--- src/rtl/sbe_pkg.sv ---
// Shared types, codes and constants of the stack bytecode executor.
package sbe_pkg;

  localparam int DATA_W            = 32;
  localparam int OUT_PC_W          = 24;
  localparam int DEF_STACK_DEPTH   = 256;
  localparam int DEF_GLOBAL_COUNT  = 256;
  localparam int DEF_CALL_DEPTH    = 64;
  localparam int DEF_PC_BITS       = 24;

  localparam logic [1:0] KIND_INT  = 2'd0;
  localparam logic [1:0] KIND_BOOL = 2'd1;
  localparam logic [1:0] KIND_FUNC = 2'd2;

  typedef enum logic [4:0] {
    OP_PUSHC   = 5'd0,
    OP_POP     = 5'd1,
    OP_GSTORE  = 5'd2,
    OP_STLOC   = 5'd3,
    OP_LOAD    = 5'd4,
    OP_LDLOC   = 5'd5,
    OP_ADD     = 5'd6,
    OP_SUB     = 5'd7,
    OP_MUL     = 5'd8,
    OP_DIV     = 5'd9,
    OP_LT      = 5'd10,
    OP_GT      = 5'd11,
    OP_LE      = 5'd12,
    OP_GE      = 5'd13,
    OP_EQ      = 5'd14,
    OP_NE      = 5'd15,
    OP_JUMP    = 5'd16,
    OP_JFALSE  = 5'd17,
    OP_CALL    = 5'd18,
    OP_RET     = 5'd19,
    OP_EMIT    = 5'd20,
    OP_HALT    = 5'd21
  } op_t;

  typedef enum logic [3:0] {
    SB_RUN     = 4'd0,
    SB_FINISH  = 4'd1,
    SB_TYPE    = 4'd2,
    SB_DIVZ    = 4'd3,
    SB_UNDER   = 4'd4,
    SB_RANGE   = 4'd5,
    SB_DEPTH   = 4'd6,
    SB_NOTCALL = 4'd7,
    SB_ARGS    = 4'd8,
    SB_BADOP   = 4'd9,
    SB_STOPPED = 4'd10
  } status_t;

  typedef enum logic [1:0] {
    S_CLEAR,
    S_IDLE,
    S_EXEC,
    S_DIV
  } state_t;

  typedef struct packed {
    logic [1:0]        kind;
    logic [DATA_W-1:0] bits;
  } cell_t;

  typedef struct packed {
    logic clr_wr;
    logic accept;
    logic div_start;
    logic commit;
  } sbe_cmd_t;

  typedef struct packed {
    logic clr_last;
    logic need_div;
    logic div_done;
    logic out_free;
  } sbe_sts_t;

endpackage

--- src/rtl/sbe_ctrl.sv ---
// Sequencer of the stack bytecode executor: clear pass, fetch, execute, divide.
module sbe_ctrl (
  input  logic              clk,
  input  logic              rst_n,
  input  logic              in_valid,
  output logic              in_ready,
  input  sbe_pkg::sbe_sts_t sts,
  output sbe_pkg::sbe_cmd_t cmd
);
  import sbe_pkg::*;

  state_t state_r;
  state_t state_nxt;

  always_ff @(posedge clk) begin
    if (!rst_n) begin
      state_r <= S_CLEAR;
    end else begin
      state_r <= state_nxt;
    end
  end

  always_comb begin
    state_nxt = state_r;
    cmd       = '0;
    in_ready  = 1'b0;
    case (state_r)
      S_CLEAR: begin
        cmd.clr_wr = 1'b1;
        if (sts.clr_last) begin
          state_nxt = S_IDLE;
        end
      end
      S_IDLE: begin
        in_ready   = 1'b1;
        cmd.accept = in_valid;
        if (in_valid) begin
          state_nxt = S_EXEC;
        end
      end
      S_EXEC: begin
        if (sts.need_div) begin
          cmd.div_start = 1'b1;
          state_nxt     = S_DIV;
        end else if (sts.out_free) begin
          cmd.commit = 1'b1;
          state_nxt  = S_IDLE;
        end
      end
      S_DIV: begin
        if (sts.div_done && sts.out_free) begin
          cmd.commit = 1'b1;
          state_nxt  = S_IDLE;
        end
      end
      default: state_nxt = S_CLEAR;
    endcase
  end
endmodule

--- config.mk ---
export PLATFORM = sky130hd
export DESIGN_NAME = sbe_ctrl
export DESIGN_NICKNAME = d
export VERILOG_FILES = /design/src/rtl/sbe_pkg.sv /design/src/rtl/sbe_ctrl.sv
export SDC_FILE = /design/constraint.sdc
export NUM_CORES = 1
export LEC_CHECK = 0
export ABC_AREA = 1
export BUFFER_PORTS_ARGS = -buffer_cell sky130_fd_sc_hd__buf_2
export CORE_AREA = 2 2 39 41
export CTS_BUF_LIST = sky130_fd_sc_hd__clkbuf_8
export DETAILED_ROUTE_END_ITERATION = 12
export DIE_AREA = 0 0 41 43
export PLACE_DENSITY = 0.5
export RECOVER_POWER = 100
export SLEW_MARGIN = 15
export SYNTH_ARGS = -nofsm -noshare
export SYNTH_HDL_FRONTEND = slang
export SYNTH_SLANG_ARGS = --single-unit
--- constraint.sdc ---
create_clock -name clk -period 1 [get_ports clk]
set_input_delay 0.05 -clock clk [delete_from_list [all_inputs] [get_ports clk]]
set_output_delay 0.05 -clock clk [all_outputs]
set_load 0.01 [all_outputs]
==> flow_metrics.tcl, run 1 <==
set metrics [dict create \
    vias 308 \
    fmax_ghz 0.8340 \
    layout.nets 78 \
    gr-usage-met2 0.1375 \
    use_met1 0.09873 \
    met3_usage 0.01571 \
    p_sw_frac 0.4106 \
    postRouteAntennaNets 0 \
    via_per_inst 3.850 \
    cts.sink_count 2 \
    ys_ff_latch 2 \
    worst_setup_path_startpoint "state_r[0]" \
    die_area_sq_um 1763 \
    antenna_found_initial 0 \
    stdcell_area_sq_um 563.0 \
    syn_avg_cell_area_sq_um 6.081 \
    routabilityCongestion 0.7329 \
    top_regs "state_r (2)" \
    clk_pin_slew_ns 0.03 \
    place_area_sq_um 392.9 \
    diodes 0 \
    htreeDepth 1 \
    wl_um 662 \
    pre_cts_slack_ns -0.1511 \
    finalCritPeriodShare 1.199 \
    clock-root-buffer "clkbuf_8" \
    hold_violations 0 \
    pwr-share-clk 0.191 \
    cp_cell_sequence "buf_6, ha_4, buf_6, nand2_2, inv_1, buf_2" \
    finalWorstSetupSlack_ns -0.1990 \
    final_common_cell "buf_2" \
    grt_overflow 0 \
    die_w_um 41 \
    worst_hold_path_type "primary input to register" \
    largest_register "state_r" \
    fp.dieH_um 43 \
    p_leak_nw 0.2818 \
    final.fill_count 141 \
    grt_pass1_vias 252 \
    clk_latency_ns 0.21 \
    p_int_w 0.001017 \
    timing_worst_setup_path_type "register to output pin" \
    cts_tree "done" \
    layout-drive-gt1-share 0.6406 \
    finalCriticalPeriod_ns 1.199 \
    syn_inst 43 \
    multi_input_area_sq_um 279.0 \
    rows 14 \
    crit_path_top_delay_cell "dfxtp_4" \
    synth_area_sq_um 261.5 \
    cts-buffers-inserted 3 \
    ir_worst_vdd_mv 1.438 \
    required_ns 0.95 \
    place_hpwl_um 468 \
    crit_path_frequent_cell "buf_6" \
    grt_busiest_layer "met2" \
    path_buf_inv 4 \
    fin_util 0.4069 \
    worst_pin_slew_ns 0.1842 \
    wl_per_cell_um 8.275 \
    drt-pass1-iter-count 4 \
    num_io_pins 12 \
    ff_latch_area_sq_um 47.55 \
    seq_area_frac_synth 0.1531 \
    grt_pass1_wl_um 1014 \
    r2r_start "state_r[0]" \
    track_usage 0.08709 \
    dr.first_iter.drc_count 7 \
    rsz0062_at_grt "true" \
    seqPwrFrac 0.151 \
    largest_register_ffs 2 \
    layout_common_cells "buf_2, nand2_1, buf_6" \
    violations "setup timing" \
    setup_viol 6 \
    max-slew-margin-rel 0.8767 \
    worstHoldStart "rst_n" \
    synthDistinctLibCells 11 \
    fin_skew_ns 0.007205 \
    critPathCaptureType "output pin" \
    grt_max_degree 6 \
    start_util 0.1890 \
    powerDensity_nw_per_um2 3065 \
    holdBufCountCts 0 \
    area_delta_synth_final_pct 115.3 \
    syn-num-nets 56 \
    core_area_sq_um 1384 \
    startpoint_type "register" \
    power_w 0.001726 \
    power.switching_w 0.0007086 \
    clock_path_buffers 2 \
    drv_cap 0 \
    slowest_delay_ns 0.36 \
    io_buffers 11 \
    status "finished with violations" \
    synth_warnings 0 \
    drc 0 \
    path_delay_family "buffers and inverters" \
    worstPathMaxFanout 4 \
    drv_slew 0 \
    combPwrFrac 0.658 \
    setup_tns_ns -0.7857 \
    arrival_ns 1.15 \
]
## synth_stat cells
| cell type | n | area [sq um] |
|---|---|---|
| nand3b_1 | 1 | 7.510 |
| ha_1 | 6 | 75.07 |
| nor2_2 | 1 | 6.260 |
| dfxtp_1 | 2 | 40.04 |
| nand3_1 | 3 | 15.01 |
| nor2_1 | 7 | 26.28 |
| inv_1 | 9 | 33.78 |
| o21ai_0 | 1 | 5.000 |
| nand2_2 | 1 | 6.260 |
| a21oi_1 | 1 | 5.000 |
| nand2_1 | 11 | 41.29 |
## cell families (layout without fill, tap and decap cells)
logic type,count (synthesis),in the layout,synth area share
buffers and inverters,9,30,0.1292
flip-flops,2,2,0.1531
AND/OR/NAND/NOR,24,24,0.3924
AO/OA/AOI/OAI,2,2,0.03824
adder cells (fa/ha/maj),6,6,0.2871
## per-stage QoR
step / hold slack [ns] / instances
4_1_cts: 0.06312 / 78
5_1_grt: 0.07328 / 80
2_1_floorplan: 0.1610 / 43
3_3_place_gp: 0.2830 / 72
3_5_place_dp: 0.2845 / 72
6_report: 0.06037 / 80
## power by group through the flow
stage               sequential, W  clock, W  combinational [W]
detailed placement       0.000220         0           0.000740
global placement         0.000221         0           0.000729
global route             0.000269  0.000355            0.00126
floorplan                0.000208         0           0.000550
finish                   0.000261  0.000330            0.00114
CTS                      0.000263  0.000344            0.00105
## worst min-delay path, delay by kind of cell
| family | cells | cell delay (ns) |
|---|---|---|
| and+or+nand+nor | 2 | 0.08 |
| buffers and inverters | 1 | 0.10 |
## layer usage
metal,up-vias,share of wire
li1,172,-
met1,127,0.41
met2,9,0.55
met3,0,0.047
met4,0,0
met5,-,0
## final timing paths
check	cells after the start	slack, ns	endpoint
setup reg to reg	8	-0.14	state_r[1]
hold / removal	3	0.06	state_r[0]
hold reg to reg	2	0.56	state_r[1]
setup / recovery	6	-0.20	cmd[2]
## timing repair
action | CTS | global route
buffers inserted | 2 | 2
resized for setup | 22 | 4
pin swaps | 10 | 8
endpoints found under the setup margin | 5 | 7
## final cells by class
cell class	instances	share of cell area
Multi-Input combinational cell	32	0.4956
Timing Repair Buffer	17	0.2267
Sequential cell	2	0.08444
Inverter	9	0.07778
Clock buffer	3	0.07333
Tap cell	16	0.03556
Clock inverter	1	0.006667
Power figures use the tool's default switching activity.
==> run 2: changes to the inputs <==
- ABC_AREA: 1 -> unset
- PLACE_DENSITY: 0.5 -> 0.47
==> run 2 against run 1 <==
  * The run still ends with setup timing left
  * Area after synthesis is 12% lower
  * Core utilization is 6.6 points lower
  * Non-clock buffer count is 1 lower
  * Register-to-register slack worse by 0.13 ns
  * Critical path depth is 1 lower
  * Die area stayed put
  * Combinational power is 61% lower
  * Flip-flop and latch count stayed put
  * Via count is 16% lower
  * Sequential power is 43% lower
  * Clock-buffer cell count stayed put
  * Maximum frequency is 7.6% lower
  * Critical endpoint is now cmd[0]
  * Largest cell class unchanged
==> flow_metrics.tcl, run 2 <==
set metrics [dict create \
    drc 0 \
    timing_worst_setup_path_type "register to output pin" \
    critPathCaptureType "output pin" \
    synth_top_area_cell "ha_1" \
    rsz0062_at_grt "true" \
    top_regs "state_r (2)" \
    power_w 0.0009082 \
    postRouteAntennaNets 0 \
    worstHoldStart "rst_n" \
    track_usage 0.08517 \
    worst_pin_slew_ns 0.2566 \
    syn_inst 28 \
    grt_pass1_vias 265 \
    cts.sink_count 2 \
    io_buffers 11 \
    startpoint_type "register" \
    finalWorstSetupSlack_ns -0.2982 \
    layout.nets 62 \
    start_util 0.1664 \
    place_area_sq_um 350.3 \
    wl_per_cell_um 9.048 \
    rows 14 \
    fmax_ghz 0.7703 \
    synth.area.top_cells "ha_1, dfxtp_1, inv_1" \
    vias 258 \
    synth_warnings 0 \
    clock_path_buffers 2 \
    synth_area_sq_um 230.2 \
    max-slew-margin-rel 0.8278 \
    r2r_start "state_r[0]" \
    ys.flop_type "dfxtp_1" \
    p_leak_nw 0.2196 \
    ir_worst_vdd_mv 0.5612 \
    cts-buffers-inserted 3 \
    worst_setup_path_startpoint "state_r[0]" \
    setup_viol 5 \
    powerDensity_nw_per_um2 1925 \
    cts_tree "done" \
    diodes 0 \
    via_per_inst 4.095 \
    synth_top_area_share 0.3261 \
    hold-worst-slack_ns 0.1296 \
    grt_pass1_wl_um 986 \
    violations "setup timing" \
    arrival_ns 1.25 \
    required_ns 0.95 \
    fin_skew_ns 0.0003567 \
    core_area_sq_um 1384 \
    fp.dieH_um 43 \
    dp.cells 59 \
    clk_pin_slew_ns 0.03 \
    layout.cells.non_filler 63 \
    syn-num-nets 41 \
    clock-root-buffer "clkbuf_8" \
    dr.first_iter.drc_count 6 \
    fin_util 0.3409 \
    drv_slew 0 \
    seq_area_frac_synth 0.1739 \
    stdcell_area_sq_um 471.7 \
    finalCritPeriodShare 1.298 \
    largest_register "state_r" \
    drt-pass1-iter-count 4 \
    grt_max_degree 5 \
    clk_latency_ns 0.21 \
    multi_input_area_sq_um 225.2 \
    ys_ff_latch 2 \
    final.fill_count 147 \
    layout-drive-gt1-share 0.6383 \
    die_area_sq_um 1763 \
    ys_top_cells_by_count "ha_1, inv_1, nand2_1" \
    synth-edff-count 0 \
    largest_register_ffs 2 \
    drv_cap 0 \
    htreeDepth 1 \
    finalCriticalPeriod_ns 1.298 \
    synthDistinctLibCells 12 \
    grt_overflow 0 \
    status "finished with violations" \
    async_flop_share 0 \
    routabilityCongestion 0.6546 \
    worstPathMaxFanout 4 \
    num_io_pins 12 \
    holdBufCountCts 0 \
    wl_um 570 \
    worst_hold_path_type "primary input to register" \
    syn_avg_cell_area_sq_um 8.222 \
    area_delta_synth_final_pct 104.9 \
    final_common_cell "buf_2" \
    hold_violations 0 \
    die_w_um 41 \
    layout_common_cells "buf_2, inv_1, ha_4, buf_6" \
    ff_latch_area_sq_um 45.04 \
    antenna_found_initial 0 \
]
run 2: worst max-delay path, cell delays in order, from the launching register on:
cell and delay [ns]:
dfxtp_4 0.35, ha_2 0.18, buf_4 0.13, o211ai_1 0.16
a21boi_1 0.08, buf_2 0.14
run 2: routing by layer:
layer	part of all wire	GRT usage	vias to the layer above
met1	0.40	0.07987	118
met4	0	0.06000	0
met2	0.52	0.1406	7
met5	0	0	-
met3	0.072	0.03141	0
li1	-	-	133
run 2: worst paths after layout:
check / end / slack, ns / depth (start not counted)
max: cmd[0] / -0.30 / 5
min: state_r[0] / 0.13 / 3
max reg2reg: state_r[1] / -0.27 / 4
min reg2reg: state_r[0] / 0.65 / 3
run 2: logic make-up (layout without fill, tap and decap cells):
group,Yosys count,count (layout),share of synthesized area
simple gates,6,6,0.1304
buf+inv,6,25,0.09782
fa+ha+maj,6,6,0.3261
flops,2,2,0.1739
compound gates,6,6,0.1847
mux,2,2,0.08696
run 2: power breakdown:
group / switching [W] / internal, W
sequential: 0.0000347 / 0.000114
combinational: 0.000203 / 0.000244
clock: 0.0000596 / 0.000254
run 2: through the flow:
stage	TNS [ns]	setup WS [ns]
floorplan	-0.4979	-0.2489
global placement	-1.035	-0.3317
detailed placement	-1.012	-0.3351
CTS	-1.223	-0.3081
global route	-1.542	-0.3539
finish	-1.176	-0.2982
run 2: layout make-up:
| type | instances | share of cell area |
|---|---|---|
| well taps | 16 | 0.04244 |
| multi-input cells | 20 | 0.4775 |
| clock buffers | 3 | 0.08753 |
| flip-flops and latches | 2 | 0.09549 |
| inverters | 6 | 0.05836 |
| repair buffers | 16 | 0.2387 |
run 2: what timing repair did:
action / in CTS / in global routing
pin swaps: 5 / 1
hold endpoints to repair: 0 / 0
resized for setup: 14 / 4
buffers inserted: 1 / 0
setup endpoints to repair: 5 / 6
==> run 3: changes to the inputs <==
- CORE_AREA: 2 2 39 41 -> 4 4 41 43
- DIE_AREA: 0 0 41 43 -> 0 0 45 47
==> run 3 against run 2 <==
  * The run still ends with setup timing left
  * Cell area fell by 1.9%
  * Setup slack improved by 0.0017 ns
  * First-iteration DRC count unchanged
  * Wire length grew 3.7%
  * Final cell count shrank 1.6%
  * Hold slack worse by 0.014 ns
  * Largest cell class unchanged
  * Highest routed layer is now met4
==> flow_metrics.tcl, run 3 (synthesis results as in run 2) <==
set metrics [dict create \
    postRouteAntennaNets 0 \
    powerDensity_nw_per_um2 1924 \
    layout.cells.non_filler 62 \
    post_cts_buffers 0 \
    top_regs "state_r (2)" \
    die_area_sq_um 2115 \
    io_buffers 11 \
    layout_common_cells "buf_2, inv_1, buf_6" \
    required_ns 1.09 \
    pre_cts_slack_ns -0.3024 \
    dr.first_iter.drc_count 6 \
    drc 0 \
    largest_register "state_r" \
    track_usage 0.06867 \
    finalWorstSetupSlack_ns -0.2965 \
    htreeDepth 1 \
    start_util 0.1769 \
    cts-buffers-inserted 3 \
    clock-root-buffer "clkbuf_8" \
    grt_overflow 0 \
    worst_hold_path_type "primary input to register" \
    via_per_inst 4.113 \
    timing_worst_setup_path_type "register to register" \
    violations "setup timing" \
    drt-pass1-iter-count 4 \
    dp.cells 59 \
    layout-drive-gt1-share 0.6596 \
    die_w_um 45 \
    crit_end "state_r[1]" \
    setup_viol 6 \
    r2r_start "state_r[0]" \
    wl_per_cell_um 9.532 \
    grt_pass1_wl_um 993 \
    vias 255 \
    hold_violations 0 \
    reg2reg_depth 5 \
    fin_util 0.3558 \
    finalCritPeriodShare 1.296 \
    rr_endpoint "state_r[1]" \
    fp.dieH_um 47 \
    drv_cap 0 \
    final_common_cell "buf_2" \
    layout.nets 62 \
    worst_setup_path_startpoint "state_r[0]" \
    clk_latency_ns 0.21 \
    grt_pass1_vias 237 \
    place_area_sq_um 356.6 \
    max-slew-margin-rel 0.8165 \
    grt_max_degree 5 \
    critPathCaptureType "register" \
    status "finished with violations" \
    core_area_sq_um 1301 \
    worst_pin_slew_ns 0.2753 \
    clock_path_buffers 2 \
    num_io_pins 12 \
    p_leak_nw 0.2156 \
    startpoint_type "register" \
    routabilityCongestion 0.6938 \
    arrival_ns 1.38 \
    antenna_found_initial 0 \
    place_hpwl_um 446.8 \
    area_delta_synth_final_pct 101.1 \
    fmax_ghz 0.7713 \
    worstPathMaxFanout 4 \
    rows 13 \
    stdcell_area_sq_um 462.9 \
    cts_tree "done" \
    largest_register_ffs 2 \
    cts.sink_count 2 \
    r2r_setup_slack_ns -0.30 \
    finalCriticalPeriod_ns 1.296 \
    ir_worst_vdd_mv 0.7501 \
    rsz0062_at_grt "true" \
    holdBufCountCts 0 \
    diodes 0 \
    fin_skew_ns 0.0002937 \
    drv_slew 0 \
    clk_pin_slew_ns 0.03 \
    wl_um 591 \
]
-- run 3: stage by stage --
step	total power (W)	hold slack (ns)	TNS, ns
after global routing	0.0009751	0.1222	-1.674
after detailed placement	0.0004987	0.3394	-0.7257
after CTS	0.0008612	0.1187	-1.391
after global placement	0.0005047	0.3312	-0.7347
final	0.0008907	0.1157	-1.360
after floorplan	0.0003517	0.1916	-0.4979
-- run 3: repair_timing --
| action | CTS | global route |
|---|---|---|
| setup endpoints to repair | 6 | 6 |
| pin swaps | 4 | 3 |
| hold endpoints to repair | 0 | 0 |
| gates resized for setup | 8 | 9 |
-- run 3: layout make-up --
type / count / area, sq um
Timing Repair Buffer: 16 / 112.6
Sequential cell: 2 / 47.55
Clock buffer: 3 / 41.29
Tap cell: 15 / 18.77
Inverter: 6 / 25.02
Multi-Input combinational cell: 20 / 217.7
Fill cell: 144 / 838.3
-- run 3: per-layer routing --
| metal | GRT usage | vias up | wire [um] | part of all wire |
|---|---|---|---|---|
| met2 | 0.09322 | 11 | 252 | 0.43 |
| met1 | 0.07937 | 109 | 260 | 0.44 |
| li1 | - | 133 | - | - |
| met4 | 0.07018 | 0 | 21 | 0.036 |
| met5 | 0 | - | 0 | 0 |
| met3 | 0.02682 | 2 | 56 | 0.095 |
-- run 3: report_power, final --
part / internal, W / switching, W / leakage, nW
clock: 0.000254 / 0.0000631 / 0.0216
sequential: 0.000114 / 0.0000379 / 0.0178
combinational: 0.000237 / 0.000185 / 0.176
total: 0.000605 / 0.000286 / 0.216
-- run 3: worst min path at each step --
| stage | end | slack [ns] | from | cells past startpoint |
|---|---|---|---|---|
| after floorplan | state_r[0] | 0.19 | rst_n | 2 |
| after global placement | state_r[0] | 0.33 | rst_n | 3 |
| after detailed placement | state_r[0] | 0.34 | rst_n | 3 |
| after CTS | state_r[0] | 0.12 | rst_n | 3 |
| after global routing | state_r[0] | 0.12 | rst_n | 3 |
| final | state_r[0] | 0.12 | rst_n | 3 |
-- run 3: critical path: stages, from the launching register on --
cell and delay, ns:
dfxtp_4 0.36, inv_2 0.06, ha_4 0.15, a222oi_1 0.27, o21ai_1 0.18, mux2i_1 0.14
